--- config.mk ---
export PLATFORM = sky130hd
export DESIGN_NAME = extended_exponent_float_accumulator
export DESIGN_NICKNAME = d
export VERILOG_FILES = /design/src/hw/rtl/eefa_pkg.sv /design/src/hw/rtl/eefa_front.sv /design/src/hw/rtl/eefa_back.sv /design/src/hw/rtl/extended_exponent_float_accumulator.sv
export SDC_FILE = /design/constraint.sdc
export NUM_CORES = 2
export LEC_CHECK = 0
export BUFFER_PORTS_ARGS = -buffer_cell sky130_fd_sc_hd__buf_2
export CORE_UTILIZATION = 25
export CTS_CLUSTER_DIAMETER = 100
export CTS_CLUSTER_SIZE = 30
export DETAILED_ROUTE_END_ITERATION = 8
export PLACE_DENSITY = 0.48
export REMOVE_ABC_BUFFERS = 1
export SKIP_LAST_GASP = 1
export SLEW_MARGIN = 20
export SYNTH_ARGS = -nofsm -noshare
export SYNTH_HDL_FRONTEND = slang
export SYNTH_SLANG_ARGS = --single-unit
export TNS_END_PERCENT = 10
--- constraint.sdc ---
create_clock -name i_clk -period 10.7 [get_ports i_clk]
set_clock_uncertainty 0.05 [all_clocks]
set_input_delay 0.535 -clock i_clk [delete_from_list [all_inputs] [get_ports i_clk]]
set_output_delay 0.535 -clock i_clk [all_outputs]
set_load 0.03 [all_outputs]
--- src/hw/rtl/eefa_pkg.sv ---
// ----------------------------------------------------------------------------
// eefa_pkg
// Shared types and constants of the extended exponent float accumulator.
// ----------------------------------------------------------------------------
`default_nettype none

package eefa_pkg;

    localparam int unsigned FRAC_W  = 52;
    localparam int unsigned MANT_W  = 53;
    localparam int unsigned EXP_W   = 64;
    localparam int unsigned FIELD_W = 11;
    localparam int unsigned GUARD_W = 10;
    localparam int unsigned PROD_W  = 106;
    localparam int unsigned PART_W  = 27;

    localparam logic [11:0] EXP_BIAS  = 12'd1023;
    localparam logic [6:0]  FAR_LIMIT = 7'd64;

    typedef enum logic [1:0] {
        OP_LOAD = 2'd0,
        OP_ADD  = 2'd1,
        OP_MUL  = 2'd2,
        OP_NOP  = 2'd3
    } t_opcode;

    typedef struct packed {
        t_opcode             op;
        logic [FRAC_W-1:0]   frac;
        logic [EXP_W-1:0]    exp;
    } t_item;

    typedef enum logic [2:0] {
        S_IDLE,
        S_ADD_ALIGN,
        S_ADD_SUM,
        S_MUL_PP,
        S_MUL_RND,
        S_DONE
    } t_state;

endpackage

`default_nettype wire

--- src/hw/rtl/eefa_front.sv ---
// ----------------------------------------------------------------------------
// eefa_front
// Accepts operand beats, unpacks the double and folds its exponent field into
// the extra exponent, and holds the items in a two-entry queue.
// ----------------------------------------------------------------------------
`default_nettype none

module eefa_front
    import eefa_pkg::*;
(
    input  wire logic        i_clk,
    input  wire logic        i_rst_n,
    input  wire logic        i_s_tvalid,
    output logic             o_s_tready,
    input  wire logic [127:0] i_s_tdata,
    input  wire logic [1:0]  i_s_tuser,
    output logic             o_valid,
    output t_item            o_item,
    input  wire logic        i_pop
);

    t_item       r_q [2];
    logic        r_wr_ptr;
    logic        r_rd_ptr;
    logic [1:0]  r_count;
    logic [1:0]  n_count;
    logic        push;
    t_item       item_in;
    logic [10:0] field;
    logic [11:0] field_off;

    always_comb begin
        field          = i_s_tdata[62:52];
        field_off      = {1'b0, field} - EXP_BIAS;
        item_in.op     = t_opcode'(i_s_tuser);
        item_in.frac   = i_s_tdata[51:0];
        item_in.exp    = i_s_tdata[127:64] + {{52{field_off[11]}}, field_off};
    end

    assign o_s_tready = (r_count != 2'd2);
    assign push       = i_s_tvalid && o_s_tready;
    assign o_valid    = (r_count != 2'd0);
    assign o_item     = r_q[r_rd_ptr];

    always_comb begin
        n_count = r_count;
        if (push && !i_pop) begin
            n_count = r_count + 2'd1;
        end else if (!push && i_pop) begin
            n_count = r_count - 2'd1;
        end
    end

    always_ff @(posedge i_clk) begin
        if (!i_rst_n) begin
            r_wr_ptr <= 1'b0;
            r_rd_ptr <= 1'b0;
            r_count  <= 2'd0;
        end else begin
            r_count <= n_count;
            if (push) begin
                r_wr_ptr <= !r_wr_ptr;
            end
            if (i_pop) begin
                r_rd_ptr <= !r_rd_ptr;
            end
        end
    end

    always_ff @(posedge i_clk) begin
        if (push) begin
            r_q[r_wr_ptr] <= item_in;
        end
    end

endmodule

`default_nettype wire

--- src/hw/rtl/eefa_back.sv ---
// ----------------------------------------------------------------------------
// eefa_back
// Holds the accumulator and runs load, aligned add and multiply with
// round-to-nearest-even, then hands the new value to the output register.
// ----------------------------------------------------------------------------
`default_nettype none

module eefa_back
    import eefa_pkg::*;
(
    input  wire logic         i_clk,
    input  wire logic         i_rst_n,
    input  wire logic         i_valid,
    input  wire t_item        i_item,
    output logic              o_pop,
    output logic              o_finish,
    output logic              o_m_tvalid,
    input  wire logic         i_m_tready,
    output logic [119:0]      o_m_tdata
);

    t_state              r_state;
    t_state              n_state;
    logic [FRAC_W-1:0]   r_acc_frac;
    logic [EXP_W-1:0]    r_acc_exp;
    logic [FRAC_W-1:0]   r_res_frac;
    logic [EXP_W-1:0]    r_res_exp;
    logic [MANT_W-1:0]   r_big;
    logic [MANT_W-1:0]   r_small;
    logic [6:0]          r_d;
    logic [EXP_W-1:0]    r_ebig;
    logic [63:0]         r_l;
    logic [63:0]         r_sh;
    logic [MANT_W-1:0]   r_ma;
    logic [MANT_W-1:0]   r_mb;
    logic [2:0]          r_cnt;
    logic [2*PART_W-1:0] r_pp;
    logic [1:0]          r_pp_sh;
    logic [PROD_W-1:0]   r_prod;
    logic [EXP_W-1:0]    r_esum;
    logic                r_out_valid;
    logic [119:0]        r_out_data;

    logic [EXP_W-1:0]    diff;
    logic                far_pos;
    logic                far_neg;
    logic [6:0]          nd;
    logic [MANT_W-1:0]   ma;
    logic [MANT_W-1:0]   mb;
    logic [63:0]         s64;
    logic [63:0]         mask;
    logic [63:0]         sh;
    logic [63:0]         sum;
    logic                a_top;
    logic [MANT_W-1:0]   a_q53;
    logic                a_up;
    logic [MANT_W:0]     a_q;
    logic [MANT_W-1:0]   m_q53;
    logic                m_up;
    logic [MANT_W:0]     m_q;
    logic [PART_W-1:0]   pa;
    logic [PART_W-1:0]   pb;
    logic [PROD_W-1:0]   pp_ext;
    logic                out_free;

    assign ma       = {1'b1, r_acc_frac};
    assign mb       = {1'b1, i_item.frac};
    assign diff     = r_acc_exp - i_item.exp;
    assign far_pos  = $signed(diff) > $signed(64'(FAR_LIMIT));
    assign far_neg  = $signed(diff) < -$signed(64'(FAR_LIMIT));
    assign nd       = 7'd0 - diff[6:0];
    assign out_free = !r_out_valid || i_m_tready;

    always_comb begin
        n_state = r_state;
        unique case (r_state)
            S_IDLE: begin
                if (i_valid) begin
                    unique case (i_item.op) inside
                        OP_LOAD, OP_NOP: n_state = S_DONE;
                        OP_ADD:          n_state = (far_pos || far_neg) ? S_DONE : S_ADD_ALIGN;
                        OP_MUL:          n_state = S_MUL_PP;
                        default:         n_state = S_DONE;
                    endcase
                end
            end
            S_ADD_ALIGN: n_state = S_ADD_SUM;
            S_ADD_SUM:   n_state = S_DONE;
            S_MUL_PP:    n_state = (r_cnt == 3'd4) ? S_MUL_RND : S_MUL_PP;
            S_MUL_RND:   n_state = S_DONE;
            S_DONE:      n_state = out_free ? S_IDLE : S_DONE;
            default:     n_state = S_IDLE;
        endcase
    end

    always_comb begin
        o_pop    = (r_state == S_IDLE) && i_valid;
        o_finish = (r_state == S_DONE) && out_free;
    end

    always_comb begin
        s64  = {1'b0, r_small, 10'b0};
        mask = (64'd1 << r_d[5:0]) - 64'd1;
        if (r_d[6]) begin
            sh = 64'd1;
        end else if (r_d == 7'd0) begin
            sh = s64;
        end else begin
            sh = (s64 >> r_d[5:0]) | {63'd0, |(s64 & mask)};
        end

        sum   = r_l + r_sh;
        a_top = sum[63];
        a_q53 = a_top ? sum[63:11] : sum[62:10];
        a_up  = a_top ? (sum[10] && (|sum[9:0] || a_q53[0]))
                      : (sum[9] && (|sum[8:0] || a_q53[0]));
        a_q   = {1'b0, a_q53} + {{MANT_W{1'b0}}, a_up};

        m_q53 = r_prod[105] ? r_prod[105:53] : r_prod[104:52];
        m_up  = r_prod[105] ? (r_prod[52] && (|r_prod[51:0] || m_q53[0]))
                            : (r_prod[51] && (|r_prod[50:0] || m_q53[0]));
        m_q   = {1'b0, m_q53} + {{MANT_W{1'b0}}, m_up};

        pa = r_cnt[1] ? {1'b0, r_ma[52:27]} : r_ma[26:0];
        pb = r_cnt[0] ? {1'b0, r_mb[52:27]} : r_mb[26:0];

        unique case (r_pp_sh)
            2'd0:    pp_ext = {52'd0, r_pp};
            2'd1:    pp_ext = {25'd0, r_pp, 27'd0};
            default: pp_ext = {r_pp, 52'd0} << 2;
        endcase
    end

    always_ff @(posedge i_clk) begin
        if (!i_rst_n) begin
            r_state     <= S_IDLE;
            r_acc_frac  <= '0;
            r_acc_exp   <= '0;
            r_out_valid <= 1'b0;
            r_cnt       <= 3'd0;
        end else begin
            r_state <= n_state;
            if (o_finish) begin
                r_acc_frac  <= r_res_frac;
                r_acc_exp   <= r_res_exp;
                r_out_valid <= 1'b1;
            end else if (i_m_tready) begin
                r_out_valid <= 1'b0;
            end
            if (r_state == S_MUL_PP) begin
                r_cnt <= r_cnt + 3'd1;
            end else begin
                r_cnt <= 3'd0;
            end
        end
    end

    always_ff @(posedge i_clk) begin
        if (o_finish) begin
            r_out_data <= {4'd0, r_res_exp, r_res_frac};
        end
        unique case (r_state)
            S_IDLE: begin
                r_ma   <= ma;
                r_mb   <= mb;
                r_esum <= r_acc_exp + i_item.exp;
                r_prod <= '0;
                if (!diff[63]) begin
                    r_big   <= ma;
                    r_small <= mb;
                    r_d     <= diff[6:0];
                    r_ebig  <= r_acc_exp;
                end else begin
                    r_big   <= mb;
                    r_small <= ma;
                    r_d     <= nd;
                    r_ebig  <= i_item.exp;
                end
                if (i_item.op == OP_LOAD || (i_item.op == OP_ADD && far_neg)) begin
                    r_res_frac <= i_item.frac;
                    r_res_exp  <= i_item.exp;
                end else begin
                    r_res_frac <= r_acc_frac;
                    r_res_exp  <= r_acc_exp;
                end
            end
            S_ADD_ALIGN: begin
                r_l  <= {1'b0, r_big, 10'b0};
                r_sh <= sh;
            end
            S_ADD_SUM: begin
                r_res_frac <= a_q[MANT_W] ? a_q[52:1] : a_q[51:0];
                r_res_exp  <= r_ebig + 64'(a_top) + 64'(a_q[MANT_W]);
            end
            S_MUL_PP: begin
                if (r_cnt != 3'd4) begin
                    r_pp    <= pa * pb;
                    r_pp_sh <= 2'(r_cnt[0]) + 2'(r_cnt[1]);
                end
                if (r_cnt != 3'd0) begin
                    r_prod <= r_prod + pp_ext;
                end
            end
            S_MUL_RND: begin
                r_res_frac <= m_q[MANT_W] ? m_q[52:1] : m_q[51:0];
                r_res_exp  <= r_esum + 64'(r_prod[105]) + 64'(m_q[MANT_W]);
            end
            S_DONE: begin
            end
            default: begin
            end
        endcase
    end

    assign o_m_tvalid = r_out_valid;
    assign o_m_tdata  = r_out_data;

endmodule

`default_nettype wire

--- src/hw/rtl/extended_exponent_float_accumulator.sv ---
// ----------------------------------------------------------------------------
// extended_exponent_float_accumulator
// Positive accumulator with a 53-bit significand and a 64-bit exponent that
// loads, adds or multiplies by operands given as double bits plus exponent.
//
// Channel  Dir  Payload
// s        in   tdata: operand_bits[63:0], operand_exp[127:64]; tuser: opcode
// m        out  tdata: result_fraction[51:0], result_exp[115:52], zero pad
//
// Load, no-op and an add of addends more than 64 binades apart skip the compute
// states; other adds pass through align and sum, multiply through the partial
// product and rounding states; the multiply uses one 27x27 multiplier four times.
// A two-entry queue keeps accepting beats while the back end works.
// Synchronous active-low reset clears the queue, the sequencer and sets the
// accumulator to 1.0 x 2^0. A stalled output holds the back end in its last step.
// ----------------------------------------------------------------------------
`default_nettype none

module extended_exponent_float_accumulator
    import eefa_pkg::*;
(
    input  wire logic         i_clk,
    input  wire logic         i_rst_n,
    input  wire logic         i_s_tvalid,
    output logic              o_s_tready,
    input  wire logic [127:0] i_s_tdata,   // operand_bits, operand_exp
    input  wire logic [1:0]   i_s_tuser,   // opcode
    output logic              o_m_tvalid,
    input  wire logic         i_m_tready,
    output logic [119:0]      o_m_tdata    // result_fraction, result_exp
);

    logic  q_valid;
    t_item q_item;
    logic  pop;
    logic  finish;

    eefa_front u_front (
        .i_clk      (i_clk),
        .i_rst_n    (i_rst_n),
        .i_s_tvalid (i_s_tvalid),
        .o_s_tready (o_s_tready),
        .i_s_tdata  (i_s_tdata),
        .i_s_tuser  (i_s_tuser),
        .o_valid    (q_valid),
        .o_item     (q_item),
        .i_pop      (pop)
    );

    eefa_back u_back (
        .i_clk      (i_clk),
        .i_rst_n    (i_rst_n),
        .i_valid    (q_valid),
        .i_item     (q_item),
        .o_pop      (pop),
        .o_finish   (finish),
        .o_m_tvalid (o_m_tvalid),
        .i_m_tready (i_m_tready),
        .o_m_tdata  (o_m_tdata)
    );

    a_pop_needs_item: assert property (@(posedge i_clk) disable iff (!i_rst_n)
        pop |-> q_valid)
        else $error("queue popped while empty");

    a_finish_shows_beat: assert property (@(posedge i_clk) disable iff (!i_rst_n)
        finish |=> o_m_tvalid)
        else $error("finished item not presented");

    a_no_pop_on_finish: assert property (@(posedge i_clk) disable iff (!i_rst_n)
        finish |-> !pop)
        else $error("new item taken before result delivered");

endmodule

`default_nettype wire

# Yosys cells after proc, flatten, opt, wreduce, memory -nomap -nowiden
# Memory sizes are Yosys's and may differ from the RTL's. A register that Yosys moved wholly into a read port is not among the register bits.
# Index checks and enable logic that the tools add are counted.
[word_totals]
ff_bits = 983
latch_bits = 0
ram_bits = 236
mem_bits_ro = 0
input_bits = 134
word_cells = 139
n_memories = 1
[mem_list]
columns = ["name", "words", "word_bits", "rd", "rd_clocked_by_memory_dff", "wr", "line_no", "text"]
rows = [
  ["u_front.r_q", 2, 118, 1, 1, 1, "eefa_front.sv:22", "t_item r_q [2];"],
]
[classes]
n_addsub = 18
mul = 1
div_mod_pow = 0
n_lt_le_gt_ge = 2
eq_ne = 13
shift = 2
mux = 34
bitwise_logic = 2
n_reduce_logical = 42
[ops]
columns = ["operator", "n"]
rows = [
  ["$pmux W106 S2", 2],
  ["$mux W52", 5],
  ["$add A64 B1 Y64", 4],
  ["$pmux W64 S3", 1],
  ["$pmux W52 S3", 1],
  ["$add A64 B64 Y64", 2],
  ["$mux W64", 2],
  ["$add A53 B1 Y54", 2],
  ["$add A106 B106 Y106", 1],
  ["$mux W106", 1],
  ["$mux W53", 2],
  ["$add A63 B64 Y64", 1],
  ["$and A63 B64 Y64", 1],
  ["$gt A64 B8 Y1 const B", 1],
  ["$lt A64 B7 Y1 const B", 1],
  ["$or A64 B1 Y64", 1],
  ["$reduce_or A64 Y1", 1],
  ["$shl A1 B6 Y64 const A", 1],
  ["$shr A63 B6 Y64", 1],
  ["$sub A64 B1 Y64 const B", 1],
  ["$sub A64 B64 Y64", 1],
  ["$mux W63", 1],
  ["$mul A27 B27 Y54", 1],
  ["$mux W27", 2],
  ["34 further kinds", 77],
]

# Longest topological paths before layout
[logic_depth]
depth_word = 8
mapped_depth = 41
depth_no_buf = 35

# Cells and area by module
# Synthesis repeated with hierarchy kept, for this count alone.
[unflattened]
cells_unflattened = 10677
hier_area_um2 = 102380.7
[by_module_without_submodules]
columns = ["mod", "instances", "cells_per_inst", "area_each_um2", "seq_area_each_um2"]
rows = [
  ["eefa_back", 1, 9674, 89677.3, 28016.9],
  ["eefa_front", 1, 1003, 12703.4, 7186.9],
]

# Worst setup path before layout
# OpenSTA, ideal clock, no wires.
[synth_path]
path_kind = "flip-flop to flip-flop"
start = "reg u_back.r_state[2]"
end = "reg u_front.r_count[1]"
setup_time_ps = 76
t_arrival_ps = 9920
required_ps = 10574
path_slack_ps = 655
stages_incl_launch_ff = 8
n_path_buf = 0
period_less_slack_ps = 10045
path_cell_list = "dfxtp_1 > or3_1 > inv_1 > o21ai_0 > ha_1 > xor2_1 > or3_1 > a21boi_0"
[synth_between]
elab_chain_len = 5
elab_cells_between_ends = 7
cone_classes = "1 x mux; 6 x reduce/logical"
[synth_lines]
columns = ["element", "line_no", "text"]
rows = [
  ["start, declared", "eefa_back.sv:22", "t_state r_state;"],
  ["start signal, assigned", "eefa_back.sv:142", "r_state <= n_state;"],
  ["$logic_not A3 Y1 *", "eefa_back.sv:97", "o_pop = (r_state == S_IDLE) && i_valid;"],
  ["$logic_and A1 B1 Y1 *", "eefa_back.sv:97", ""],
  ["$logic_not A1 Y1", "eefa_front.sv:47", "if (push && !i_pop) begin"],
  ["$logic_and A1 B1 Y1", "eefa_front.sv:47", ""],
  ["$mux W2 or $reduce_bool A2 Y1 (tied branches)", "n/a", ""],
  ["end signal, assigned", "eefa_front.sv:60", "r_count <= n_count;"],
  ["end, declared", "eefa_front.sv:25", "logic [1:0] r_count;"],
]
# Every way passes the cells marked *; elsewhere a longest branch is shown, timed or not.
# A chain may end at the register's enable or synchronous reset.

# Worst setup path after layout
[layout_path]
start = "reg u_back.r_cnt[0]"
end = "reg u_back.r_pp[50], data pin"
[layout_between]
elab_chain_len = 2
[layout_lines]
columns = ["element", "line_no", "text"]
rows = [
  ["start, declared", "eefa_back.sv:36", "logic [2:0] r_cnt;"],
  ["start signal, assigned", "eefa_back.sv:151", "r_cnt <= r_cnt + 3'd1;"],
  ["$mux W27", "eefa_back.sv:125", "pb = r_cnt[0] ? {1'b0, r_mb[52:27]} : r_mb[26:0];"],
  ["$mul A27 B27 Y54", "eefa_back.sv:197", "r_pp <= pa * pb;"],
  ["end signal, assigned", "eefa_back.sv:197", ""],
  ["end, declared", "eefa_back.sv:37", "logic [2*PART_W-1:0] r_pp;"],
]
# No other way between the ends.

==> metrics.md <==
| Metric | Value |
|---|---|
| Status | `complete, no violations` |
| Routed vias/inst | `4.94` |
| Worst rel slew slack | `~20%` |
| Worst-Skew Late Latency | `0.77 ns` |
| WHS Path Cells | `3` |
| Final core area utilization | `27.7%` |
| Rows | `233` |
| Vias in the first global route | `77100` |
| Max Fclk | `0.100 GHz` |
| CP max FO | `17` |
| Register bit total from synthesis | `1215` |
| Die H | `around 640 um` |
| DP Cell Count | `16007` |
| Global-route usage over all layers | `roughly 18%` |
| Via count | `~80000` |
| Critical Path Start Type | `flop` |
| Nets@finish | `12055` |
| Filler instances | `42877` |
| Post-synth cell types | `110` |
| Worst EP required | `~11 ns` |
| CP most frequent cell | `fa_1` |
| Gate Count Post-Synth | `roughly 11000` |
| Die width | `between 600 and 700 um` |
| Final Hold Viols | `0` |
| Async SR Flop Fraction | `0%` |
| Gr ovfl total | `0` |
| Worst EP arrival | `10.39 ns` |
| Clock tree from TritonCTS | `yes` |
| Hold Slack | `0.139 ns` |
| Initial core utilization | `25.1%` |
| Clk sinks | `between 1000 and 1500` |
| RSZ-0062 raised after global routing | `no` |
| Largest net degree at the start of global routing | `152` |
| Post-synth top flop | `edfxtp_1` |
| Total CTS buffers | `69` |
| Layout cells sized above 1 | `around 7%` |
| # DRC | `0` |
| Finish-stage setup viols | `0` |
| Root Buffer | `clkbuf_16` |
| HPWL Detailed | `292 mm` |
| Worst-Margin Slew | `1.17 ns` |
| Critical Path Slowest Stage Cell | `dfxtp_2` |
| Drt first pass iters | `6` |
| Final ANT Viol Nets | `0` |
| Cell taking the most area after synthesis | `edfxtp_1` |
| Post-Route WL | `375 mm` |
| Post-CTS setup repair buffer count | `0` |
| RD Place Congestion | `0.919` |
| Top Ports | `256` |
| Count leader, synth | `nand2_1` |
| Crit share post-route | `93.2%` |
| Syn avg cell area | `9.45 um^2` |
| PortBufs | `between 200 and 300` |
| Per-cell routed wire length | `23.2 um` |
| Crit Path Category | `reg -> reg` |
| Reg clk slew, reported paths | `0.11 ns` |
| Critical Path Sink Type | `flop` |
| Post-synth top area share | `about a third` |
| Die area | `0.407 mm^2` |
| Most frequent cells after synthesis | `nand2_1 (1407), edfxtp_1 (1087), inv_1 (998)` |
| Max Slew Vio Count | `0` |
| Cell Count, Final, Fillers Out | `16192` |
| Fin crit period | `9.97 ns` |
| Total number of yosys warnings | `0` |
| Post-synth EDFFs | `1087` |
| Area Growth Syn to Fin | `10.4%` |
| Synth area leaders | `edfxtp_1 (32%), fa_1 (12%), ha_1 (7.0%)` |
| Hold crit path type | `in -> reg` |
| First-pass GRT wire length | `roughly 540 mm` |
| Core box area | `0.403 mm^2` |
| Number of DRC markers in iteration 0 | `a little under 7000` |
| Final setup TNS | `0 ns` |
| Worst-case clock buffer depth | `3` |
| Max-cap viol count | `0` |
| Sequential share of the synthesized area | `34.8%` |
| FF-to-FF path depth | `31` |
| H-tree levels | `3` |
| Initial antenna violation count | `23` |
| Post-Syn Area | `0.101 mm^2` |
| Slowest stage delay, CP | `approximately 0.68 ns` |
-- kinds of logic after synthesis --
group	Yosys count	synth area share, %
buf+inv	1531	5.78
fa+ha+maj	1194	19.5
compound gates	2283	14.4
flops	1215	34.8
mux	482	5.33
simple gates	3384	15.0
xor+xnor	611	5.29
other cells	1	0.00371
-- area by class of cell --
| type | count | area (um^2) | share of cell area, % |
|---|---|---|---|
| inverter | 1005 | 3790 | 3.39 |
| antenna | 5 | 12.5 | 0.0112 |
| timing repair buffer | 478 | 3160 | 2.83 |
| clock buffer | 85 | 1850 | 1.66 |
| multi-input combinational | 7958 | 60200 | 54.0 |
| clock inverter | 41 | 556 | 0.498 |
| tap | 5405 | 6760 | 6.06 |
| sequential | 1215 | 35200 | 31.6 |
-- layout by cell type (no fill, tap or decap), drive strengths merged, types with 137 or more instances in the layout --
cell,netlist,final
nand2,1408,1408
edfxtp,1087,1087
inv,1003,1032
nor2,967,967
a21oi,684,684
fa,631,631
ha,563,563
o21ai,532,532
buf,115,424
xnor2,417,417
mux2i,375,375
a21o,204,204
xor2,194,194
nand3,186,186
a21boi,137,137
-- worst max-delay path, delay by kind of cell (launching register included) --
family                   cells  cell delay (ns)
AO/OA/AOI/OAI               10             2.33
XOR/XNOR                     1             0.08
multiplexers                 1             0.59
AND/OR/NAND/NOR              3             0.63
buffers and inverters        8             1.31
adder cells (fa/ha/maj)      8             3.98
flip-flops                   1             0.68
-- per-layer routing --
layer | GRT usage (%) | part of all wire [%] | vias up | routed length [um]
li1 | - | - | 37078 | -
met1 | 24.9 | 45 | 39892 | 169000
met2 | 29.3 | 46 | 2584 | 172000
met3 | 1.93 | 5.5 | 433 | 20800
met4 | 5.36 | 3.5 | 12 | 13100
met5 | 0 | 0.019 | - | 71
-- sequential cells by signal, summed over array words and instances, names as in the netlist, 3 cells and up, named ones only --
name,cells
u_front.r_q,236
u_back.o_m_tdata,116
u_back.r_prod,106
u_back.r_acc_exp,64
u_back.r_ebig,64
u_back.r_esum,64
u_back.r_res_exp,64
u_back.r_sh,63
u_back.r_pp,54
u_back.r_acc_frac,52
u_back.r_big,52
u_back.r_l,52
u_back.r_ma,52
u_back.r_mb,52
u_back.r_res_frac,52
u_back.r_small,52
u_back.r_d,6
u_back.r_cnt,3
u_back.r_state,3
-- metrics by stage --
stage | worst slack (ns) | cell area (um^2)
floorplan | -10.47 | 99000
global placement | 0.931 | 109000
detailed placement | 0.911 | 109000
CTS | 0.807 | 112000
global route | 0.161 | 112000
finish | 0.726 | 112000
-- final timing paths --
kind | startpoint | end | slack (ns)
setup / recovery | u_back.r_cnt[0]$_SDFF_PN0_ | u_back.r_pp[50]$_DFFE_PP_ | 0.73
hold / removal | i_m_tready | u_back.o_m_tvalid$_SDFFE_PN0P_ | 0.14
setup reg to reg | u_back.r_cnt[0]$_SDFF_PN0_ | u_back.r_pp[50]$_DFFE_PP_ | 0.73
hold reg to reg | u_back.r_big[47]$_DFFE_PP_ | u_back.r_l[57]$_DFFE_PP_ | 0.37
-- repair_timing --
| item | in CTS | in global routing |
|---|---|---|
| hold endpoints to repair | 108 | 0 |
| resized for setup | 0 | 0 |
| hold buffers | 54 | 0 |
Power is not shown: default switching activity piles up to over one toggle a cycle in this logic, so the estimate is an artifact.
